## config.mk

```make
export PLATFORM = sky130hd
export DESIGN_NAME = pcm16_gain_mixer_frame_drop
export DESIGN_NICKNAME = d
export VERILOG_FILES = /design/src/design/pgmfd_pkg.sv /design/src/design/pcm16_gain_mixer_frame_drop.sv /design/src/design/pgmfd_lane.sv
export SDC_FILE = /design/constraint.sdc
export NUM_CORES = 2
export LEC_CHECK = 0
export BUFFER_PORTS_ARGS = -buffer_cell sky130_fd_sc_hd__buf_4
export CELL_PAD_IN_SITES_DETAIL_PLACEMENT = 2
export CELL_PAD_IN_SITES_GLOBAL_PLACEMENT = 2
export CORE_UTILIZATION = 30
export DETAILED_ROUTE_END_ITERATION = 12
export GPL_ROUTABILITY_DRIVEN = 0
export GPL_TIMING_DRIVEN = 0
export PLACE_DENSITY_LB_ADDON = 0.12
export SLEW_MARGIN = 40
export SYNTH_ARGS = -nofsm -noshare
export SYNTH_HDL_FRONTEND = slang
export SYNTH_SLANG_ARGS = --single-unit
```

## constraint.sdc

```tcl
create_clock -name i_clk -period 9.15 [get_ports i_clk]
set_input_delay 0.4575 -clock i_clk [delete_from_list [all_inputs] [get_ports i_clk]]
set_output_delay 0.4575 -clock i_clk [all_outputs]
set_load 0.1 [all_outputs]
```

## src/design/pgmfd_pkg.sv

```systemverilog
`timescale 1ns / 1ps
`default_nettype none
package pgmfd_pkg;

    localparam int MAX_FRAME_SAMPLES = 64;
    localparam int NUM_INPUT_LANES   = 4;
    localparam int ADDR_W            = $clog2(MAX_FRAME_SAMPLES);
    localparam int FILL_W            = ADDR_W + 1;
    localparam int LANE_W            = 3;
    localparam int SAMPLE_W          = 16;
    localparam int GAIN_W            = 16;
    localparam int STAMP_W           = 32;
    localparam int AGE_W             = 16;
    localparam int PROD_W            = SAMPLE_W + GAIN_W + 1;
    localparam int ACC_W             = PROD_W + 2;
    localparam int CFG_IDX_W         = 3;
    localparam int CFG_DATA_W        = 16;

    // Register indexes of the configuration port.
    localparam logic [CFG_IDX_W-1:0] CFG_NUM_INPUTS   = 3'd0;
    localparam logic [CFG_IDX_W-1:0] CFG_MASTER_INDEX = 3'd1;
    localparam logic [CFG_IDX_W-1:0] CFG_GAIN_0       = 3'd2;
    localparam logic [CFG_IDX_W-1:0] CFG_GAIN_1       = 3'd3;
    localparam logic [CFG_IDX_W-1:0] CFG_GAIN_2       = 3'd4;
    localparam logic [CFG_IDX_W-1:0] CFG_GAIN_3       = 3'd5;
    localparam logic [CFG_IDX_W-1:0] CFG_MAX_AGE      = 3'd6;

    typedef enum logic [2:0] {
        ST_OK       = 3'd0,
        ST_MISSING  = 3'd1,
        ST_STALE    = 3'd2,
        ST_RANGE    = 3'd3,
        ST_TOO_LONG = 3'd4
    } t_status;

    typedef enum logic [6:0] {
        S_IDLE   = 7'b0000001,
        S_MUL    = 7'b0000010,
        S_ACC    = 7'b0000100,
        S_RANGE  = 7'b0001000,
        S_STORE  = 7'b0010000,
        S_FINISH = 7'b0100000,
        S_DUMP   = 7'b1000000
    } t_state;

    typedef struct packed {
        logic missing;
        logic stale;
    } t_lane_chk;

endpackage
`default_nettype wire

```

## src/design/pcm16_gain_mixer_frame_drop.sv

```systemverilog
`timescale 1ns / 1ps
`default_nettype none
// Channel   | Ports                                             | Handshake
// ----------+---------------------------------------------------+---------------------------
// item in   | i_sample_0..3, i_stamp_0..3, i_present_mask,      | taken when i_start && !o_busy
//           | i_last_sample                                     |
// result    | o_mixed_sample, o_status, o_last                  | o_strobe, one cycle each
// config    | i_cfg_idx, i_cfg_data                             | written when i_cfg_we
//
// With N active inputs o_busy stays high from the accepting edge while the single shared
// multiplier serves the inputs in turn, a multiply and an accumulate state each; one more
// multiply state closes the lanes, then range check, store and finish follow. A lane fault
// at input k ends this at that input, and an item of an already faulted frame goes straight
// to finish. A clean last item then holds o_busy while the buffered samples are dumped;
// each result shows in the cycle after its dump state, the final one in the first idle cycle.
// Reset is synchronous and active low; the frame buffer is not cleared.
// Results cannot be held off: each one is shown for exactly one cycle.
module pcm16_gain_mixer_frame_drop
    import pgmfd_pkg::*;
(
    input  wire                          i_clk,
    input  wire                          i_rst_n,
    input  wire                          i_start,
    output logic                         o_busy,
    input  wire logic signed [SAMPLE_W-1:0] i_sample_0,
    input  wire logic signed [SAMPLE_W-1:0] i_sample_1,
    input  wire logic signed [SAMPLE_W-1:0] i_sample_2,
    input  wire logic signed [SAMPLE_W-1:0] i_sample_3,
    input  wire logic [STAMP_W-1:0]      i_stamp_0,
    input  wire logic [STAMP_W-1:0]      i_stamp_1,
    input  wire logic [STAMP_W-1:0]      i_stamp_2,
    input  wire logic [STAMP_W-1:0]      i_stamp_3,
    input  wire logic [3:0]              i_present_mask,
    input  wire                          i_last_sample,
    input  wire                          i_cfg_we,
    input  wire logic [CFG_IDX_W-1:0]    i_cfg_idx,
    input  wire logic [CFG_DATA_W-1:0]   i_cfg_data,
    output logic                         o_strobe,
    output logic signed [SAMPLE_W-1:0]   o_mixed_sample,
    output logic [2:0]                   o_status,
    output logic                         o_last
);

    // Configuration.
    logic [2:0]        r_num_inputs;
    logic [1:0]        r_master;
    logic [GAIN_W-1:0] r_gain [NUM_INPUT_LANES];
    logic [AGE_W-1:0]  r_max_age;

    // Control.
    t_state            r_state;
    logic [LANE_W-1:0] r_lane;
    t_status           r_fault;
    logic [FILL_W-1:0] r_fill;
    logic [FILL_W-1:0] r_idx;
    logic              r_strobe;

    // Item payload.
    logic signed [SAMPLE_W-1:0] r_sample [NUM_INPUT_LANES];
    logic [STAMP_W-1:0]         r_stamp  [NUM_INPUT_LANES];
    logic [STAMP_W-1:0]         r_ref_stamp;
    logic [3:0]                 r_present;
    logic                       r_last_in;
    logic signed [ACC_W-1:0]    r_acc;
    logic signed [SAMPLE_W-1:0] r_out_sample;
    t_status                    r_out_status;
    logic                       r_out_last;

    // Frame buffer.
    logic [SAMPLE_W-1:0] r_mem [MAX_FRAME_SAMPLES];
    logic [SAMPLE_W-1:0] r_rd_data;

    logic                     accept;
    logic [LANE_W-1:0]        n_active;
    logic [STAMP_W-1:0]       ref_sel;
    logic                     lane_en;
    logic signed [PROD_W-1:0] lane_prod;
    t_lane_chk                lane_chk;
    logic                     in_range;
    logic [ACC_W-1:0]         neg_mag;
    logic [ACC_W-1:0]         neg_rnd;
    logic [ACC_W+15-1:0]      pos_full;
    logic [SAMPLE_W-1:0]      enc;
    logic [ADDR_W-1:0]        rd_addr;
    logic                     dump_end;

    assign o_busy         = (r_state != S_IDLE);
    assign accept         = i_start && (r_state == S_IDLE);
    assign o_strobe       = r_strobe;
    assign o_mixed_sample = r_out_sample;
    assign o_status       = r_out_status;
    assign o_last         = r_out_last;

    always_comb begin
        if (r_num_inputs == 3'd0) begin
            n_active = 3'd1;
        end else if (r_num_inputs > LANE_W'(NUM_INPUT_LANES)) begin
            n_active = LANE_W'(NUM_INPUT_LANES);
        end else begin
            n_active = r_num_inputs;
        end
    end

    always_comb begin
        case (r_master)
            2'd0:    ref_sel = i_stamp_0;
            2'd1:    ref_sel = i_stamp_1;
            2'd2:    ref_sel = i_stamp_2;
            default: ref_sel = i_stamp_3;
        endcase
    end

    assign lane_en = (r_state == S_MUL) && (r_lane != n_active);

    pgmfd_lane u_lane (
        .i_clk       (i_clk),
        .i_en        (lane_en),
        .i_sample    (r_sample[r_lane[1:0]]),
        .i_gain      (r_gain[r_lane[1:0]]),
        .i_ref_stamp (r_ref_stamp),
        .i_stamp     (r_stamp[r_lane[1:0]]),
        .i_present   (r_present[r_lane[1:0]]),
        .i_is_master (r_lane[1:0] == r_master),
        .i_max_age   (r_max_age),
        .o_prod      (lane_prod),
        .o_chk       (lane_chk)
    );

    // The sum is Q27: one full scale is 2^27.
    assign in_range = (r_acc >= -(ACC_W'(1) <<< 27)) && (r_acc <= (ACC_W'(1) <<< 27));

    // Negative sums scale by 32768, positive ones by 32767; both round half away from zero.
    always_comb begin
        neg_mag  = -r_acc;
        neg_rnd  = (neg_mag + ACC_W'(2048)) >> 12;
        pos_full = ({15'b0, r_acc} << 15) - {15'b0, r_acc} + ((ACC_W+15)'(1) << 26);
        if (r_acc[ACC_W-1]) begin
            enc = -neg_rnd[SAMPLE_W-1:0];
        end else begin
            enc = pos_full[27+SAMPLE_W-1:27];
        end
    end

    assign rd_addr  = (r_state == S_FINISH) ? '0 : ADDR_W'(r_idx + FILL_W'(1));
    assign dump_end = ((r_idx + FILL_W'(1)) == r_fill);

    always_ff @(posedge i_clk) begin
        if (r_state == S_STORE) begin
            r_mem[r_fill[ADDR_W-1:0]] <= enc;
        end
        r_rd_data <= r_mem[rd_addr];
    end

    always_ff @(posedge i_clk) begin
        if (!i_rst_n) begin
            r_num_inputs <= 3'd1;
            r_master     <= 2'd0;
            for (int i = 0; i < NUM_INPUT_LANES; i++) begin
                r_gain[i] <= GAIN_W'(4096);
            end
            r_max_age    <= AGE_W'(100);
        end else if (i_cfg_we) begin
            case (i_cfg_idx)
                CFG_NUM_INPUTS:   r_num_inputs <= i_cfg_data[2:0];
                CFG_MASTER_INDEX: r_master     <= i_cfg_data[1:0];
                CFG_GAIN_0:       r_gain[0]    <= i_cfg_data;
                CFG_GAIN_1:       r_gain[1]    <= i_cfg_data;
                CFG_GAIN_2:       r_gain[2]    <= i_cfg_data;
                CFG_GAIN_3:       r_gain[3]    <= i_cfg_data;
                CFG_MAX_AGE:      r_max_age    <= i_cfg_data;
                default:          ;
            endcase
        end
    end

    always_ff @(posedge i_clk) begin
        if (!i_rst_n) begin
            r_state  <= S_IDLE;
            r_lane   <= '0;
            r_fault  <= ST_OK;
            r_fill   <= '0;
            r_idx    <= '0;
            r_strobe <= 1'b0;
        end else begin
            r_strobe <= (r_state == S_DUMP) ||
                        ((r_state == S_FINISH) && r_last_in && (r_fault != ST_OK));
            case (r_state)
                S_IDLE: begin
                    if (accept) begin
                        r_lane  <= '0;
                        // Once a frame has faulted, its later items are not examined.
                        r_state <= (r_fault == ST_OK) ? S_MUL : S_FINISH;
                    end
                end
                S_MUL: begin
                    r_state <= (r_lane == n_active) ? S_RANGE : S_ACC;
                end
                S_ACC: begin
                    if (lane_chk.missing) begin
                        r_fault <= ST_MISSING;
                        r_state <= S_FINISH;
                    end else if (lane_chk.stale) begin
                        r_fault <= ST_STALE;
                        r_state <= S_FINISH;
                    end else begin
                        r_lane  <= r_lane + LANE_W'(1);
                        r_state <= S_MUL;
                    end
                end
                S_RANGE: begin
                    if (!in_range) begin
                        r_fault <= ST_RANGE;
                        r_state <= S_FINISH;
                    end else if (r_fill >= FILL_W'(MAX_FRAME_SAMPLES)) begin
                        r_fault <= ST_TOO_LONG;
                        r_state <= S_FINISH;
                    end else begin
                        r_state <= S_STORE;
                    end
                end
                S_STORE: begin
                    r_fill  <= r_fill + FILL_W'(1);
                    r_state <= S_FINISH;
                end
                S_FINISH: begin
                    if (!r_last_in) begin
                        r_state <= S_IDLE;
                    end else if (r_fault != ST_OK) begin
                        r_fault  <= ST_OK;
                        r_fill   <= '0;
                        r_state  <= S_IDLE;
                    end else if (r_fill == '0) begin
                        r_state <= S_IDLE;
                    end else begin
                        r_idx   <= '0;
                        r_state <= S_DUMP;
                    end
                end
                S_DUMP: begin
                    r_idx    <= r_idx + FILL_W'(1);
                    if (dump_end) begin
                        r_fill  <= '0;
                        r_state <= S_IDLE;
                    end
                end
                default: begin
                    r_state <= S_IDLE;
                end
            endcase
        end
    end

    always_ff @(posedge i_clk) begin
        if (accept) begin
            r_sample[0] <= i_sample_0;
            r_sample[1] <= i_sample_1;
            r_sample[2] <= i_sample_2;
            r_sample[3] <= i_sample_3;
            r_stamp[0]  <= i_stamp_0;
            r_stamp[1]  <= i_stamp_1;
            r_stamp[2]  <= i_stamp_2;
            r_stamp[3]  <= i_stamp_3;
            r_ref_stamp <= ref_sel;
            r_present   <= i_present_mask;
            r_last_in   <= i_last_sample;
            r_acc       <= '0;
        end else if ((r_state == S_ACC) && !lane_chk.missing && !lane_chk.stale) begin
            r_acc <= r_acc + ACC_W'(lane_prod);
        end

        if ((r_state == S_FINISH) && r_last_in && (r_fault != ST_OK)) begin
            r_out_sample <= '0;
            r_out_status <= r_fault;
            r_out_last   <= 1'b1;
        end else if (r_state == S_DUMP) begin
            r_out_sample <= r_rd_data;
            r_out_status <= ST_OK;
            r_out_last   <= dump_end;
        end
    end

endmodule
`default_nettype wire

```

## src/design/pgmfd_lane.sv

```systemverilog
`timescale 1ns / 1ps
`default_nettype none
module pgmfd_lane
    import pgmfd_pkg::*;
(
    input  wire                        i_clk,
    input  wire                        i_en,
    input  wire logic signed [SAMPLE_W-1:0] i_sample,
    input  wire logic [GAIN_W-1:0]     i_gain,
    input  wire logic [STAMP_W-1:0]    i_ref_stamp,
    input  wire logic [STAMP_W-1:0]    i_stamp,
    input  wire                        i_present,
    input  wire                        i_is_master,
    input  wire logic [AGE_W-1:0]      i_max_age,
    output logic signed [PROD_W-1:0]   o_prod,
    output t_lane_chk                  o_chk
);

    logic signed [PROD_W-1:0] prod;
    logic [STAMP_W:0]         age;
    t_lane_chk                chk;

    always_comb begin
        prod = i_sample * $signed({1'b0, i_gain});
        // The age is a signed difference; its top bit flags a frame from the future.
        age  = {1'b0, i_ref_stamp} - {1'b0, i_stamp};
        chk.missing = !i_is_master && !i_present;
        chk.stale   = !i_is_master &&
                      (age[STAMP_W] || (age[STAMP_W-1:0] > {{(STAMP_W-AGE_W){1'b0}}, i_max_age}));
    end

    always_ff @(posedge i_clk) begin
        if (i_en) begin
            o_prod <= prod;
            o_chk  <= chk;
        end
    end

endmodule
`default_nettype wire
```

==> results by group <==
Worst setup path
  • Cell count along the critical path: 26
  • Arrival time at the worst endpoint: 9.15 ns
  • WS Path Type: reg -> reg
  • Critical path required time: 9.69 ns
  • Crit path max fanout: 10
  • Critical-path top delay cell: fa_1
  • Crit path max-delay family: adder cells
  • Critical R2R Capture: u_lane.o_prod[32]$_DFFE_PP_
  • Nature of the critical path endpoint: flip-flop
  • CP endpoint: u_lane.o_prod[32]$_DFFE_PP_
  • Reg2Reg Setup Slack: 0.54 ns
  • Cells on worst reg2reg path: 26
  • Worst path bufs/invs: 6
  • CP max stage delay: 0.61 ns
  • Crit-path most repeated cell: fa_1
  • Startpoint Class: flip-flop

STA
  • Least-Margin Pin Slew: 1.00 ns
  • TNS Setup: 0 ns
  • Setup Viol. Count Final: 0
  • Final min period: 8.61 ns
  • Skew final: 0.0662 ns
  • Pins Over Slew Limit: 0
  • Relative slew slack: 0.328
  • Final Hold Viols: 0
  • Fin crit share: 0.941
  • Peak Freq: 116 MHz
  • RSZ-0062 raised after global routing: false
  • Final WS setup: 0.537 ns

Floorplanning
  • Placeable core area: 0.243 sq mm
  • Die Height: 497 um
  • IO Count: 242
  • Row cnt: 181
  • Die X: 497 um
  • Total die area: 0.247 sq mm
  • Starting Density: 0.302

Synthesis
  • Flops & latches, synth: 1474
  • Yosys top cell area share: 0.553
  • Cells after Synth: 6030
  • Ranking of synthesized cells by area: edfxtp_1 (55%), fa_1 (5.3%), ha_1 (4.5%)
  • Warnings, synthesis: 0
  • Fraction of registers with async set/reset: 0
  • Synth Flop Type: edfxtp_1
  • Top-count cell post-synth: edfxtp_1
  • Syn_nets: 6708
  • Mapped Avg Cell Area: 12.2 sq um
  • Area of the mapped netlist: 0.0736 sq mm
  • Yosys cell types: 82
  • Synth cell count leaders: edfxtp_1 (1355), nand2_1 (868), inv_1 (359)
  • Yosys top cell by area: edfxtp_1
  • EDFF count, synth: 1355
  • Post-synthesis sequential area ratio: 0.586

Cells and area
  • Share of cells above drive strength 1: 0.136
  • P&R area growth vs syn: 22.3%
  • Fin nets: 7458
  • Fill count: 24900

GRT
  • Antenna violations before repair: 19
  • Largest net degree at the start of global routing: 28
  • Total GRT Usage: 0.226
  • First-pass GRT wire length: 409 mm
  • Vias in the first global route: 58200
  • Total grt overflow: 0

Placed design
  • Port bufs: 241
  • DP HPWL: 212 mm
  • Dpl ws: -0.586 ns

Clock network
  • Clk root buf: clkbuf_16
  • Post-CTS Setup Bufs: 0
  • TritonCTS Buffers: 175
  • H-tree levels: 4
  • Clock latency on the worst-skew pair: 0.85 ns
  • CTS tree: built
  • TritonCTS Sinks: 1474
  • Clock Path Buffers: 3
  • Reg clk slew, reported paths: 0.06 ns

Detailed routing
  • ANT nets after route: 0
  • WL/cell: 27.7 um
  • Initial DRC Count: 3186
  • Drt via density: 5.19
  • Via count: 52600
  • Drt pass-1 iters: 5
  • Final wirelength: 281 mm
  • DRC: 0

Status
  • Status: complete, no violations

Pwr
  • Leakage: 32.1 nW
  • P per Cell Area: 297 mW/mm^2
  • Peak supply drop: 0.000556 V

Hold path
  • Worst hold-check path type: in -> reg

Job
  • # Max-Cap Violations: 0
-- report_power, final --
group          switching (mW)  internal (mW)
Combinational            6.68           4.67
Sequential              0.102           8.38
Clock                    2.97           3.94
Total                    9.75           17.0
-- logic make-up (layout without fill, tap and decap cells) --
family / Yosys count / count (layout) / share of synthesized area
and+or+nand+nor: 2072 / 2072 / 0.132
DFF: 1474 / 1474 / 0.586
AOI/OAI and AO/OA: 1058 / 1058 / 0.0997
buffers and inverters: 716 / 1612 / 0.0388
adders and majority gates: 458 / 458 / 0.0979
muxes: 129 / 129 / 0.0313
xor gates and xnor gates: 123 / 123 / 0.0146
other: 0 / 5 / 0
-- how the worst min path moves through the flow --
stage	from	to	slack, ns	depth (start not counted)
final	i_start	r_state[1]$_SDFFE_PN0P_	0.09	5
after global routing	i_cfg_idx[1]	r_master[0]$_SDFFE_PN0P_	0.07	4
after CTS	i_start	r_state[1]$_SDFFE_PN0P_	0.02	5
after detailed placement	r_rd_data[14]$_DFF_P_	o_mixed_sample[14]$_SDFFE_PP0P_	0.43	2
after global placement	r_rd_data[15]$_DFF_P_	o_mixed_sample[15]$_SDFFE_PP0P_	0.43	2
after floorplan	r_rd_data[0]$_DFF_P_	o_mixed_sample[0]$_SDFFE_PP0P_	0.42	2
-- worst reg2reg max path, stage by stage, from the launching register on --
cell and delay (ns):
dfxtp_2 0.52, buf_2 0.44, mux2_2 0.40, o21ai_2 0.40
clkbuf_2 0.38, nor2_1 0.12, fa_1 0.61, inv_1 0.07
fa_1 0.48, fa_1 0.46, fa_1 0.51, inv_1 0.06
fa_1 0.56, inv_1 0.06, fa_1 0.58, inv_1 0.07
ha_1 0.39, a221o_1 0.39, a31oi_1 0.28, o31a_1 0.23
a211oi_1 0.13, o211a_1 0.24, o21ai_1 0.31, o2111ai_1 0.22
a21o_1 0.20, a21oi_1 0.17, xnor2_1 0.09
-- timing repair --
| action | in CTS | in global routing |
|---|---|---|
| endpoints found under the setup margin | 5 | 2 |
| hold buffers | 213 | 0 |
| cloned | 0 | 0 |
| hold endpoints to repair | 279 | 0 |
| resized for setup | 9 | 15 |
-- layout make-up --
| type | count | area [sq um] | area share |
|---|---|---|---|
| inverter | 361 | 1360 | 0.0151 |
| clock inverter | 80 | 880 | 0.00978 |
| tap | 3202 | 4010 | 0.0445 |
| antenna | 5 | 12.5 | 0.000139 |
| timing repair buffer | 577 | 5790 | 0.0644 |
| sequential | 1474 | 43100 | 0.479 |
| clock buffer | 243 | 4750 | 0.0528 |
| multi-input combinational | 3840 | 28500 | 0.317 |
| buffer | 351 | 1560 | 0.0173 |
-- flip-flops by register name, summed over array words and instances (netlist names), 2 cells and up, named ones only --
signal	flops
r_idx	7
r_sample	64
r_acc	35
r_ref_stamp	32
r_stamp	128
r_fill	7
r_gain	64
r_lane	3
r_fault	3
o_status	3
o_mixed_sample	16
u_lane.o_prod	33
u_lane.o_chk	2
r_mem	1024
r_num_inputs	3
r_master	2
r_max_age	16
r_state	7
r_rd_data	16
r_present	4
-- per-stage QoR --
| stage | total power [mW] | hold WS, ns | instances | utilization | cell area (sq um) |
|---|---|---|---|---|---|
| final | 26.7 | 0.0864 | 10100 | 0.369 | 89900 |
| after global routing | 28.7 | 0.0652 | 10100 | 0.369 | 89900 |
| after CTS | 27.1 | 0.0226 | 10100 | 0.369 | 89800 |
| after detailed placement | 20.0 | 0.431 | 9591 | 0.337 | 82100 |
| after global placement | 19.9 | 0.429 | 9473 | 0.326 | 79400 |
| after floorplan | 16.4 | 0.417 | 6030 | - | 73600 |
-- routing by layer --
metal  part of all wire  wire length, um  global-route usage
met1               0.44           124000               0.294
met2               0.49           138000               0.389
met3              0.037            10400              0.0299
met4              0.032             8960              0.0696
met5           0.000046               13                   0
-- placed cells by master, fill, tap and decap left out, drive strengths merged, types with 196 or more instances in the layout --
| cell type | n |
|---|---|
| edfxtp | 1355 |
| nand2 | 868 |
| clkbuf | 520 |
| buf | 438 |
| inv | 366 |
| nor2 | 314 |
| a21oi | 311 |
| nand2b | 266 |
| nand3 | 263 |
| ha | 262 |
| o311ai | 240 |
| dlygate4sd3 | 213 |
| fa | 196 |
Note: power is estimated with default switching activity, not from simulation.
